### src/rtl/sfc_pkg.sv
// Shared types, constants and tone-curve tables for the false-color pixel mapper.
package sfc_pkg;

  localparam int CHAN_COUNT   = 3;
  localparam int NUM_COLORS   = 3;
  localparam int CFG_PAIRS    = 3;
  localparam int CURVE_POINTS = 14;
  localparam int FRAC_W       = 14;
  localparam int Q_ONE        = 16384;
  localparam int ALPHA_W      = 15;
  localparam int DIV_STEPS    = 14;
  localparam int DIV_W        = 34;
  localparam int COEF_W       = 20;
  localparam int SEG_W        = 4;
  localparam int ENERGY_ONE   = 65536;
  localparam int ENERGY_W     = 32;
  localparam int PIX_W        = 8;
  localparam int CONTRIB_W    = 15;
  localparam int SUM_W        = 17;
  localparam int ADDR_W       = 5;

  typedef logic signed [ENERGY_W-1:0] q16_t;
  typedef logic [ALPHA_W-1:0]         q14_t;

  typedef enum logic [1:0] {
    ALPHA_ZERO,
    ALPHA_ONE,
    ALPHA_DIV
  } alpha_mode_e;

  localparam logic [1:0] COEF_A0 = 2'd0;
  localparam logic [1:0] COEF_A1 = 2'd1;
  localparam logic [1:0] COEF_A2 = 2'd2;
  localparam logic [1:0] COEF_A3 = 2'd3;

  localparam int TONE_Q [CURVE_POINTS] = '{
    -1475, 0, 3113, 6226, 8847, 10977, 12780,
    14090, 14909, 15401, 15729, 15892, 16220, 16876
  };

  // Colors by channel (green, magenta, red), then by component (red, green, blue).
  localparam int HUE_Q [CHAN_COUNT][NUM_COLORS] = '{
    '{4751, 15073, 9994},
    '{15565, 11633, 14909},
    '{15073, 2949, 1278}
  };

  // Catmull-Rom polynomial coefficient k of the segment starting at point seg.
  function automatic logic signed [COEF_W-1:0] spline_coef(input logic [SEG_W-1:0] seg,
                                                           input logic [1:0] k);
    int s;
    int p0;
    int p1;
    int p2;
    int p3;
    int a;
    s = int'(seg);
    if (s < 1) s = 1;
    if (s > CURVE_POINTS - 3) s = CURVE_POINTS - 3;
    p0 = TONE_Q[s-1];
    p1 = TONE_Q[s];
    p2 = TONE_Q[s+1];
    p3 = TONE_Q[s+2];
    case (k)
      COEF_A0: a = 2 * p1;
      COEF_A1: a = p2 - p0;
      COEF_A2: a = 2 * p0 - 5 * p1 + 4 * p2 - p3;
      default: a = -p0 + 3 * p1 - 3 * p2 + p3;
    endcase
    return COEF_W'(a);
  endfunction

endpackage

### src/rtl/sfc_curve.sv
// Catmull-Rom tone curve evaluated by a three-multiply Horner pipeline.
module sfc_curve (
  input  logic          clk_i,
  input  logic          rst_ni,
  input  logic          ce_i,
  input  logic          valid_i,
  input  sfc_pkg::q14_t alpha_i,
  output logic          valid_o,
  output sfc_pkg::q14_t inten_o
);
  import sfc_pkg::*;

  localparam int U_W    = FRAC_W + SEG_W;
  localparam int ACC1_W = 40;
  localparam int ACC_W  = 64;

  logic [U_W-1:0]          u;
  logic [SEG_W-1:0]        seg0_q, seg1_q, seg2_q;
  logic [FRAC_W-1:0]       t0_q, t1_q, t2_q;
  logic signed [ACC1_W-1:0] acc1_d, acc1_q;
  logic signed [ACC_W-1:0]  acc2_d, acc2_q, acc3_d, acc3_q;
  logic signed [ACC_W-1:0]  r;
  logic [ALPHA_W-1:0]      inten_d, inten_q;
  logic [4:0]              vld_q;

  // u = 1 + 10 * alpha in Q14; the integer part picks the segment.
  assign u = U_W'(Q_ONE) + (U_W'(alpha_i) << 3) + (U_W'(alpha_i) << 1);

  // Operands are widened before each multiply so the products keep every bit.
  always_comb begin
    acc1_d = ACC1_W'(spline_coef(seg0_q, COEF_A3)) * ACC1_W'($signed({1'b0, t0_q}))
           + (ACC1_W'(spline_coef(seg0_q, COEF_A2)) <<< FRAC_W);
    acc2_d = ACC_W'(acc1_q) * ACC_W'($signed({1'b0, t1_q}))
           + (ACC_W'(spline_coef(seg1_q, COEF_A1)) <<< (2 * FRAC_W));
    acc3_d = acc2_q * ACC_W'($signed({1'b0, t2_q}))
           + (ACC_W'(spline_coef(seg2_q, COEF_A0)) <<< (3 * FRAC_W));
    r = acc3_q >>> (3 * FRAC_W + 1);
    if (acc3_q <= 0) begin
      inten_d = '0;
    end else if (r > ACC_W'(Q_ONE)) begin
      inten_d = ALPHA_W'(Q_ONE);
    end else begin
      inten_d = r[ALPHA_W-1:0];
    end
  end

  always_ff @(posedge clk_i or negedge rst_ni) begin
    if (!rst_ni) begin
      vld_q <= '0;
    end else if (ce_i) begin
      vld_q <= {vld_q[3:0], valid_i};
    end
  end

  always_ff @(posedge clk_i) begin
    if (ce_i) begin
      seg0_q  <= u[U_W-1:FRAC_W];
      t0_q    <= u[FRAC_W-1:0];
      seg1_q  <= seg0_q;
      t1_q    <= t0_q;
      acc1_q  <= acc1_d;
      seg2_q  <= seg1_q;
      t2_q    <= t1_q;
      acc2_q  <= acc2_d;
      acc3_q  <= acc3_d;
      inten_q <= inten_d;
    end
  end

  assign valid_o = vld_q[4];
  assign inten_o = inten_q;

endmodule

### config.mk
export PLATFORM = sky130hd
export DESIGN_NAME = sfc_curve
export DESIGN_NICKNAME = d
export VERILOG_FILES = /design/src/rtl/sfc_pkg.sv /design/src/rtl/sfc_curve.sv
export SDC_FILE = /design/constraint.sdc
export NUM_CORES = 2
export LEC_CHECK = 0
export BUFFER_PORTS_ARGS = -buffer_cell sky130_fd_sc_hd__buf_4
export CAP_MARGIN = 10
export CORE_MARGIN = 1.5
export CORE_UTILIZATION = 60
export CTS_BUF_LIST = sky130_fd_sc_hd__clkbuf_2
export DETAILED_ROUTE_END_ITERATION = 8
export PLACE_DENSITY = 0.76
export SKIP_LAST_GASP = 1
export SYNTH_ARGS = -nofsm -noshare
export SYNTH_HDL_FRONTEND = slang
export SYNTH_SLANG_ARGS = --single-unit
### constraint.sdc
create_clock -name clk_i -period 26 [get_ports clk_i]
set_input_delay 2.6 -clock clk_i [delete_from_list [all_inputs] [get_ports clk_i]]
set_output_delay 2.6 -clock clk_i [all_outputs]
set_load 0.02 [all_outputs]
==> metrics.cfg <==
[global_routing]
first_global_vias = 51542
grt_usage_pct = 29.4
gr-usage-met2_pct = 51.1
antenna_found_initial = 3
grt_start_max_net_pins = 88
global_route.overflow_total = 0
grt.met3_usage_pct = 3.72
grt_first_pass_wirelength_um = 263000
globalRoute.busiestLayer = met2
met1_usage_pct = 37.7

[logic_synthesis]
cell_area_synth_um2 = 66900
ys_async_sr_fraction_pct = 2.30
synthDistinctLibCells = 83
mappedNetlistNets = 9252
count_of_yosys_warnings_during_synthesis = 0
count_of_flip_flops_with_a_built_in_enable_after_synthesis = 212
post_synth.cell_area_avg_um2 = 9.34
synth_ff_type = sky130_fd_sc_hd__edfxtp_1
share_of_the_yosys_chip_area_belonging_to_registers_pct = 9.70
synth-seq-cells = 217
synth_cells = 7165

[timing]
final_min_period_over_clock_period_pct = 55.3
achievable_clock_frequency_ghz = 0.0695
report.final.hold_viol_count = 0
grt_setup_unrepaired = false
shortest_clock_period_the_worst_path_allows_after_layout_ps = 14390
final.setup.tns_ps = 0
setup_viol = 0
timing_worst_slew_pin_value_ps = 1200
timing.final.max_slew_violations = 0
clock_skew_ps = 138
relSlewSlack_pct = 19.6

[final_layout]
area_growth_syn_to_layout_pct = 2.74
nNetsFinal = 9069
post_route_cells_drive_above_1_share_pct = 2.98
instances_no_fill = 8512

[detailed_routing]
route.vias.total = 47298
via_per_inst = 5.56
route.final.wire_length_um = 159000
first_pass_iters = 6
drtIter0Drc = 2818
post-route-drc-count = 0
routedWlPerCell_um = 18.7
antenna_violating_nets_post_route = 0

[run_status]
run_status = finished, final reports clean

[worst_hold_path]
worst_hold_startpoint = vld_q[1]
holdCritPathClass = flip-flop to flip-flop

[clock_tree]
cts.repair.resized = 0
worst_setup_hold_path_clk_slew_ps = 100
cts.hold.buffers_added = 0
clock_insertion_delay_worst_skew_ps = 1310
htreeDepth = 2
numCtsBuffers = 59
cts_tree = done
cts_num_sinks = 217
cts_buffer_depth = 3
clock_tree.root_cell = sky130_fd_sc_hd__clkbuf_2
cts_post_setup_buffers_inserted = 0

[floorplanning]
boundaryPins = 35
fp-row-count = 122
die-area_um2 = 114000
start_util_pct = 60.5
die_h_um = 337
core_region_area_um2 = 111000
die_x_um = 337

[critical_path]
timing.critical_path.mode_cell = sky130_fd_sc_hd__fa_1
critical_path.startpoint_type = flip-flop
critical-path-max-stage-delay_ps = 890
cp_data_required_time_ps = 27070
r2r_path_start = seg0_q[2]
worstSetupStartpoint = seg0_q[2]
timing.critical_path.fanout_max = 25
critical_path.endpoint_type = flip-flop
critPathKind = flip-flop to flip-flop
slowest_stage = sky130_fd_sc_hd__edfxtp_1
worst-endpoint-arrival_ps = 15450

[place]
numPortBuffers = 34
numPlacedInstances = 8408
final_estimated_routing_congestion_in_global_placement = 0.907
detailedPlacementHpwl_um = 127000

[flow_run]
max-cap-violations = 0

kinds of logic after synthesis:
group,share of synthesized area (%)
adder cells (fa/ha/maj),54.2
multiplexers,0.254
AND/OR/NAND/NOR,15.0
XOR/XNOR,3.18
AO/OA/AOI/OAI,6.77
buffers and inverters,10.8
flip-flops,9.70
per-stage QoR:
step                hold WS [ps]  setup slack [ps]  cell area [um2]  util, %
floorplan                    424             13230            66900        -
global placement             485             12160            68200     61.6
detailed placement           496             11840            68200     61.6
CTS                          507             11830            68800     62.1
global route                 539             10640            68800     62.2
finish                       503             11610            68800     62.2
area by class of cell:
class / count / area, um2
Timing Repair Buffer: 82 / 621
Fill cell: 9258 / 41900
Clock buffer: 79 / 395
Inverter: 1604 / 6020
Sequential cell: 217 / 6490
Multi-Input combinational cell: 5018 / 53200
Antenna cell: 2 / 5.00
Tap cell: 1488 / 1860
Clock inverter: 22 / 151
flip-flops by register name, summed over array words and instances, names as in the netlist:
signal and count:
inten_o 15, seg2_q 4, acc1_q 35, acc3_q 61, seg1_q 4, t1_q 13, t0_q 13, acc2_q 50
t2_q 13, vld_q 5, seg0_q 4
synthesized netlist by cell type, types with 47 or more instances:
| cell | number | area [um2] |
|---|---|---|
| sky130_fd_sc_hd__a21o_1 | 107 | 803 |
| sky130_fd_sc_hd__a21oi_1 | 207 | 1040 |
| sky130_fd_sc_hd__and2_1 | 765 | 4790 |
| sky130_fd_sc_hd__clkbuf_1 | 321 | 1200 |
| sky130_fd_sc_hd__edfxtp_1 | 212 | 6370 |
| sky130_fd_sc_hd__fa_1 | 1386 | 27700 |
| sky130_fd_sc_hd__ha_1 | 682 | 8530 |
| sky130_fd_sc_hd__inv_1 | 1603 | 6020 |
| sky130_fd_sc_hd__nand2_1 | 779 | 2920 |
| sky130_fd_sc_hd__nand3_1 | 47 | 235 |
| sky130_fd_sc_hd__nor2_1 | 152 | 571 |
| sky130_fd_sc_hd__nor3_1 | 47 | 235 |
| sky130_fd_sc_hd__o21ai_0 | 108 | 541 |
| sky130_fd_sc_hd__xnor2_1 | 171 | 1500 |
| sky130_fd_sc_hd__xor2_1 | 72 | 631 |
routing by layer:
metal,vias up,wire (um)
met5,-,13
met4,2,5490
met3,319,9940
met2,1594,79100
met1,23976,64700
li1,21407,-
worst max-delay path: cells and delay by family, from the launching register on:
kind	cells	cell delay, ps
AOI/OAI and AO/OA	14	3660
xor gates and xnor gates	2	920
adders and majority gates	14	6140
buffers and inverters	6	710
DFF	1	890
muxes	1	100
and+or+nand+nor	10	1720
final timing paths:
| check | to | slack, ps | cells after the start |
|---|---|---|---|
| max reg2reg | acc1_q[32] | 11610 | 47 |
| max in group asynchronous | vld_q[1] | 24750 | 1 |
| min | vld_q[2] | 500 | 1 |
| min reg2reg | vld_q[2] | 500 | 1 |
| min in group asynchronous | vld_q[2] | 1130 | 1 |
| max | acc1_q[32] | 11610 | 47 |
layout by cell type (no fill, tap or decap), types with 108 or more instances in the layout:
cell	synthesis	layout
sky130_fd_sc_hd__a21oi_1	207	207
sky130_fd_sc_hd__and2_1	765	765
sky130_fd_sc_hd__edfxtp_1	212	212
sky130_fd_sc_hd__fa_1	1386	1386
sky130_fd_sc_hd__ha_1	682	682
sky130_fd_sc_hd__inv_1	1603	1603
sky130_fd_sc_hd__nand2_1	779	779
sky130_fd_sc_hd__nor2_1	152	152
sky130_fd_sc_hd__o21ai_0	108	108
sky130_fd_sc_hd__xnor2_1	171	168
Power is left out: the tool's default activity adds up to more than one toggle a clock period on the data nets, which glitch-free logic cannot reach.
