$ cat src/rtl/sfc_pkg.sv
// Shared types, constants and tone-curve tables for the false-color pixel mapper.
package sfc_pkg;

  localparam int CHAN_COUNT   = 3;
  localparam int NUM_COLORS   = 3;
  localparam int CFG_PAIRS    = 3;
  localparam int CURVE_POINTS = 14;
  localparam int FRAC_W       = 14;
  localparam int Q_ONE        = 16384;
  localparam int ALPHA_W      = 15;
  localparam int DIV_STEPS    = 14;
  localparam int DIV_W        = 34;
  localparam int COEF_W       = 20;
  localparam int SEG_W        = 4;
  localparam int ENERGY_ONE   = 65536;
  localparam int ENERGY_W     = 32;
  localparam int PIX_W        = 8;
  localparam int CONTRIB_W    = 15;
  localparam int SUM_W        = 17;
  localparam int ADDR_W       = 5;

  typedef logic signed [ENERGY_W-1:0] q16_t;
  typedef logic [ALPHA_W-1:0]         q14_t;

  typedef enum logic [1:0] {
    ALPHA_ZERO,
    ALPHA_ONE,
    ALPHA_DIV
  } alpha_mode_e;

  localparam logic [1:0] COEF_A0 = 2'd0;
  localparam logic [1:0] COEF_A1 = 2'd1;
  localparam logic [1:0] COEF_A2 = 2'd2;
  localparam logic [1:0] COEF_A3 = 2'd3;

  localparam int TONE_Q [CURVE_POINTS] = '{
    -1475, 0, 3113, 6226, 8847, 10977, 12780,
    14090, 14909, 15401, 15729, 15892, 16220, 16876
  };

  // Colors by channel (green, magenta, red), then by component (red, green, blue).
  localparam int HUE_Q [CHAN_COUNT][NUM_COLORS] = '{
    '{4751, 15073, 9994},
    '{15565, 11633, 14909},
    '{15073, 2949, 1278}
  };

  // Catmull-Rom polynomial coefficient k of the segment starting at point seg.
  function automatic logic signed [COEF_W-1:0] spline_coef(input logic [SEG_W-1:0] seg,
                                                           input logic [1:0] k);
    int s;
    int p0;
    int p1;
    int p2;
    int p3;
    int a;
    s = int'(seg);
    if (s < 1) s = 1;
    if (s > CURVE_POINTS - 3) s = CURVE_POINTS - 3;
    p0 = TONE_Q[s-1];
    p1 = TONE_Q[s];
    p2 = TONE_Q[s+1];
    p3 = TONE_Q[s+2];
    case (k)
      COEF_A0: a = 2 * p1;
      COEF_A1: a = p2 - p0;
      COEF_A2: a = 2 * p0 - 5 * p1 + 4 * p2 - p3;
      default: a = -p0 + 3 * p1 - 3 * p2 + p3;
    endcase
    return COEF_W'(a);
  endfunction

endpackage

$ cat src/rtl/sfc_alpha.sv
// Per-channel magnitude, window compare and pipelined restoring divider giving alpha.
module sfc_alpha (
  input  logic          clk_i,
  input  logic          rst_ni,
  input  logic          ce_i,
  input  logic          valid_i,
  input  sfc_pkg::q16_t energy_i,
  input  sfc_pkg::q16_t low_i,
  input  sfc_pkg::q16_t high_i,
  output logic          valid_o,
  output sfc_pkg::q14_t alpha_o
);
  import sfc_pkg::*;

  logic [ENERGY_W:0]        mag;
  logic signed [DIV_W-1:0]  v_d, v_q;
  logic                     v_vld_q;
  logic signed [DIV_W-1:0]  lo_ext, hi_ext, diff_lo, diff_rng;
  alpha_mode_e              mode_d;

  logic [DIV_W-1:0]         rem_q  [DIV_STEPS+1];
  logic [DIV_W-1:0]         den_q  [DIV_STEPS+1];
  logic [DIV_STEPS-1:0]     quo_q  [DIV_STEPS+1];
  alpha_mode_e              mode_q [DIV_STEPS+1];
  logic                     vld_q  [DIV_STEPS+1];
  logic [DIV_W-1:0]         rem_d  [DIV_STEPS];
  logic [DIV_STEPS-1:0]     quo_d  [DIV_STEPS];
  logic [DIV_W-1:0]         shl    [DIV_STEPS];

  always_comb begin
    mag = energy_i[ENERGY_W-1] ? ((ENERGY_W+1)'(0) - {energy_i[ENERGY_W-1], energy_i})
                               : {1'b0, energy_i};
    v_d = $signed({1'b0, mag}) - DIV_W'(ENERGY_ONE);
  end

  always_comb begin
    lo_ext   = {{(DIV_W-ENERGY_W){low_i[ENERGY_W-1]}}, low_i};
    hi_ext   = {{(DIV_W-ENERGY_W){high_i[ENERGY_W-1]}}, high_i};
    diff_lo  = v_q - lo_ext;
    diff_rng = hi_ext - lo_ext;
    if (v_q <= lo_ext) begin
      mode_d = ALPHA_ZERO;
    end else if (v_q >= hi_ext) begin
      mode_d = ALPHA_ONE;
    end else begin
      mode_d = ALPHA_DIV;
    end
  end

  // One quotient bit per stage; in the divide mode the remainder stays below the range.
  always_comb begin
    for (int k = 0; k < DIV_STEPS; k++) begin
      shl[k] = {rem_q[k][DIV_W-2:0], 1'b0};
      if (shl[k] >= den_q[k]) begin
        rem_d[k] = shl[k] - den_q[k];
        quo_d[k] = {quo_q[k][DIV_STEPS-2:0], 1'b1};
      end else begin
        rem_d[k] = shl[k];
        quo_d[k] = {quo_q[k][DIV_STEPS-2:0], 1'b0};
      end
    end
  end

  always_ff @(posedge clk_i or negedge rst_ni) begin
    if (!rst_ni) begin
      v_vld_q <= 1'b0;
      for (int k = 0; k <= DIV_STEPS; k++) vld_q[k] <= 1'b0;
    end else if (ce_i) begin
      v_vld_q  <= valid_i;
      vld_q[0] <= v_vld_q;
      for (int k = 0; k < DIV_STEPS; k++) vld_q[k+1] <= vld_q[k];
    end
  end

  always_ff @(posedge clk_i) begin
    if (ce_i) begin
      v_q       <= v_d;
      rem_q[0]  <= diff_lo;
      den_q[0]  <= diff_rng;
      quo_q[0]  <= '0;
      mode_q[0] <= mode_d;
      for (int k = 0; k < DIV_STEPS; k++) begin
        rem_q[k+1]  <= rem_d[k];
        den_q[k+1]  <= den_q[k];
        quo_q[k+1]  <= quo_d[k];
        mode_q[k+1] <= mode_q[k];
      end
    end
  end

  always_comb begin
    case (mode_q[DIV_STEPS])
      ALPHA_ZERO: alpha_o = '0;
      ALPHA_ONE:  alpha_o = ALPHA_W'(Q_ONE);
      default:    alpha_o = {1'b0, quo_q[DIV_STEPS]};
    endcase
  end

  assign valid_o = vld_q[DIV_STEPS];

endmodule

$ cat config.mk
export PLATFORM = sky130hd
export DESIGN_NAME = sfc_alpha
export DESIGN_NICKNAME = d
export VERILOG_FILES = /design/src/rtl/sfc_pkg.sv /design/src/rtl/sfc_alpha.sv
export SDC_FILE = /design/constraint.sdc
export NUM_CORES = 2
export LEC_CHECK = 0
export BUFFER_PORTS_ARGS = -buffer_cell sky130_fd_sc_hd__buf_4
export CAP_MARGIN = 30
export CORE_ASPECT_RATIO = 1.1
export CORE_MARGIN = 8
export CORE_UTILIZATION = 30
export CTS_CLUSTER_SIZE = 8
export DETAILED_ROUTE_END_ITERATION = 16
export MAX_ROUTING_LAYER = met4
export PLACE_DENSITY = 0.43
export SLEW_MARGIN = 20
export SYNTH_ARGS = -nofsm -noshare
export SYNTH_HDL_FRONTEND = slang
export SYNTH_SLANG_ARGS = --single-unit
$ cat constraint.sdc
create_clock -name clk_i -period 3.8 [get_ports clk_i]
set_input_delay 0.19 -clock clk_i [delete_from_list [all_inputs] [get_ports clk_i]]
set_output_delay 0.19 -clock clk_i [all_outputs]
set_load 0.005 [all_outputs]
==> metrics.cfg <==
[placed_design]
dp_hpwl_mm = 132.5
port_buffers = 115
gp_congestion = 0.8688

[setup_path]
cp_common_cell = buf_4
crit_path_top_delay_cell = edfxtp_1
path_max_fanout = 5
path_cells = ha_1 -> a21o_1 -> a21oi_1 -> o21ai_0 -> buf_4 -> o211ai_1 -> a21boi_0 -> buf_4 -> o31ai_1 -> buf_4 -> a211oi_1 -> o31a_1 -> nor2_1 -> xnor2_1 -> mux2_2
path_delay_family = compound AO/OA/AOI/OAI gates
critPathLaunchType = flop
cp_data_arrival_time_ns = 4.23
critPathRequiredTime_ns = 4.32
cp_slowest_stage_delay_ns = 0.40
cp_num_buf_inv = 3
worstReg2RegEnd = rem_q[0][131]
ff2ff_path_depth = 15
path_class = flop to flop
rr_startpoint = rem_q[0][70]
r2r_slack_ns = 0.09
cp-end-kind = flop

[global_route]
antenna_found_initial = 3
use_met1_pct = 12.15
met3_usage_pct = 1.908
grt_pass1_vias = 50610
busiest_layer = met2
grt_max_degree = 100
met2_usage_pct = 27.83
grt_pass1_wl_mm = 261.4
track_usage_pct = 13.99
overflow = 0

[route]
wl_per_cell_um = 17.37
drc = 0
drt_pass1_iterations = 7
vias = 47170
totalWireLength_mm = 172.3
viasPerCell = 4.753
postRouteAntennaNets = 0
drt_iter0_drc = 1860

[die]
die-area_sq_mm = 0.2410
core_area_sq_mm = 0.2251
start_util_pct = 30.06
die_y_um = 514.1
die_w_um = 468.8
std_cell_rows = 183
io_pins = 116

[logic_synthesis]
yosys.cell_count.top_type = edfxtp_1
synthesis.area_sq_mm = 0.06765
synth_edf_count = 1093
synth-main-ff-cell = edfxtp_1
synth-seq-cells = 1109
syn_inst = 6145
syn_nets = 6837
synth_area_leaders = edfxtp_1 49%, ha_1 11%, mux2_2 4.4%, xnor2_1 3.8%, inv_1 3.7%
yosys-top-cells-count = 1093 x edfxtp_1, 673 x inv_1, 577 x ha_1, 450 x a21oi_1, 420 x nand2_1
synth_top_area_share_pct = 48.51
ys_warn_count = 0
syn-mean-instance-area_sq_um = 11.01
yosys.cell_types.count = 108
yosys.area.top_type = edfxtp_1
async_flop_share_pct = 1.443
yosysSeqAreaShare_pct = 49.11

[clocking]
cts_buffers = 159
worstSkewPairLatency_ns = 0.80
cts-root-buf = clkbuf_16
cts.sinks = 1109
clk_pin_slew_worst_paths_ns = 0.05
cts_tree = yes
ctsLongestPathBuffers = 3
h-tree-depth = 4

[sta]
fin_skew_ns = 0.03649
min_period_ns = 3.706
final_max_slew_viol_count = 0
finalCritPeriodShare_pct = 97.52
setup_viol = 0
grt_setup_unrepaired = true
fmax_mhz = 269.8
finalHoldViolCount = 0
slew_headroom_pct = 49.33
worst_pin_slew_ns = 0.7600

[hold_path]
min_path_cells = 4
holdCritPathClass = primary input to flop
worstHoldStart = low_i[20]
hold_end = rem_q[0][20]

[power_and_ir_drop]
power.total_w = 0.06557
p_int_w = 0.04157
seqPwrFrac_pct = 30.4
powerDensity_mw_per_mm2 = 797.8
comb_power_share_pct = 50.0
power.switching_w = 0.02400
power_frac_clock_pct = 19.7
p_leak_nw = 34.75
swShare_pct = 36.60
vdd_drop_max_v = 0.0005003

[cells_and_area]
area_delta_synth_final_pct = 21.49
fin_util_pct = 36.52
fin_nets = 7613
drive_above_1_share_pct = 16.91

[run_status]
outcome = finished, final reports clean

[run]
maxCapViolCount = 0

-- final cells by class --
type	instances	area, sq um
multi-input cells	4248	31920
repair buffers	730	6386
well taps	2960	3704
inverters	673	2526
diodes	3	7.507
clock inverters	15	270.3
clock buffers	186	4154
fillers	21970	142900
flip-flops and latches	1109	33220
-- repair_timing --
item / in CTS / in global routing
endpoints found under the setup margin: 167 / 330
gates resized for setup: 27 / 101
gates cloned: 2 / 14
hold buffers: 131 / 0
buffers inserted: 3 / 25
pin swaps: 2 / 40
endpoints found under the hold margin: 139 / 0
-- layout by cell type, fill, tap and decap left out, types with 16 or more instances in the layout --
cell type      count
dfrtp_1           16
a21oi_1          444
clkbuf_1          23
a21boi_0          18
o21ai_0          367
o21a_1            73
ha_1             570
inv_1            670
o21bai_1          57
clkbuf_16        170
nand2_1          418
o21ai_1           33
nand3_1           77
edfxtp_1        1093
nand2b_1          76
a21o_1           283
and3_1            49
a211oi_1          25
xor2_1           161
buf_12            27
xnor2_1          297
nand4_1           82
or3_1             21
and2_1            37
o31ai_1           39
mux2_2           248
nor4_1            18
nor2b_1           84
buf_4            548
nor3_1            67
dlygate4sd3_1    131
nor2_1           289
a31oi_1           48
o211ai_1          19
-- per-stage QoR --
| stage | cells | TNS (ns) | area, sq um | setup slack, ns | hold slack, ns |
|---|---|---|---|---|---|
| 6_report | 9924 | 0 | 82190 | 0.09414 | 0.08524 |
| 5_1_grt | 9923 | -0.7575 | 82190 | -0.06476 | 0.06638 |
| 2_1_floorplan | 6145 | 0 | 67650 | 0.4273 | -0.1056 |
| 4_1_cts | 9887 | 0 | 81340 | 0.0008709 | 0.0002586 |
| 3_3_place_gp | 9549 | -4.688 | 75410 | -0.1338 | 0.05614 |
| 3_5_place_dp | 9550 | -5.166 | 75410 | -0.1261 | 0.06048 |
-- state kept, by name, summed over array words and instances, names as in the netlist --
name / cells
den_q: 462
mode_q: 30
quo_q: 105
rem_q: 462
v_q: 34
v_vld_q: 1
valid_o: 1
vld_q: 14
-- worst reg2reg max path, cell delays in order (launching register included) --
cell	delay [ns]
edfxtp_1	0.40
ha_1	0.37
a21o_1	0.20
a21oi_1	0.13
o21ai_0	0.10
buf_4	0.15
o211ai_1	0.37
a21boi_0	0.26
buf_4	0.20
o31ai_1	0.19
buf_4	0.18
a211oi_1	0.09
o31a_1	0.34
nor2_1	0.15
xnor2_1	0.08
mux2_2	0.26
-- per-layer routing --
| layer | routed length [um] | vias up | part of all wire (%) |
|---|---|---|---|
| met5 | 0 | - | 0 |
| met1 | 59780 | 22100 | 35 |
| met4 | 12340 | 0 | 7.2 |
| li1 | - | 23930 | - |
| met2 | 96270 | 679 | 56 |
| met3 | 3955 | 460 | 2.3 |
-- power by group through the flow --
stage	combinational [W]	clock, W	sequential [W]
after floorplan	0.0219	0	0.0193
after global placement	0.0308	0	0.0202
after detailed placement	0.0311	0	0.0201
after CTS	0.0318	0.0135	0.0199
after global routing	0.0361	0.0139	0.0203
final	0.0328	0.0129	0.0199
-- how the worst max path moves through the flow --
stage	start	to	slack (ns)	cells after the start
floorplan	den_q[1][136]	rem_q[1][176]	0.43	12
global placement	rem_q[1][69]	rem_q[1][104]	-0.13	15
detailed placement	rem_q[1][69]	rem_q[1][113]	-0.13	15
CTS	rem_q[1][1]	rem_q[1][45]	0.0009	15
global route	den_q[0][0]	rem_q[0][38]	-0.06	15
finish	rem_q[0][70]	rem_q[0][131]	0.09	15
-- cells by family (layout without fill, tap and decap cells) --
group | Yosys count | count (layout) | synth area share [%]
other | 0 | 3 | 0
buffers and inverters | 788 | 1604 | 4.581
and+or+nand+nor | 1302 | 1302 | 9.373
AOI/OAI and AO/OA | 1615 | 1615 | 15.23
adders and majority gates | 592 | 592 | 11.12
xor gates and xnor gates | 459 | 459 | 5.953
DFF | 1109 | 1109 | 49.11
muxes | 280 | 280 | 4.638
Note: power is estimated with default switching activity, not from simulation.
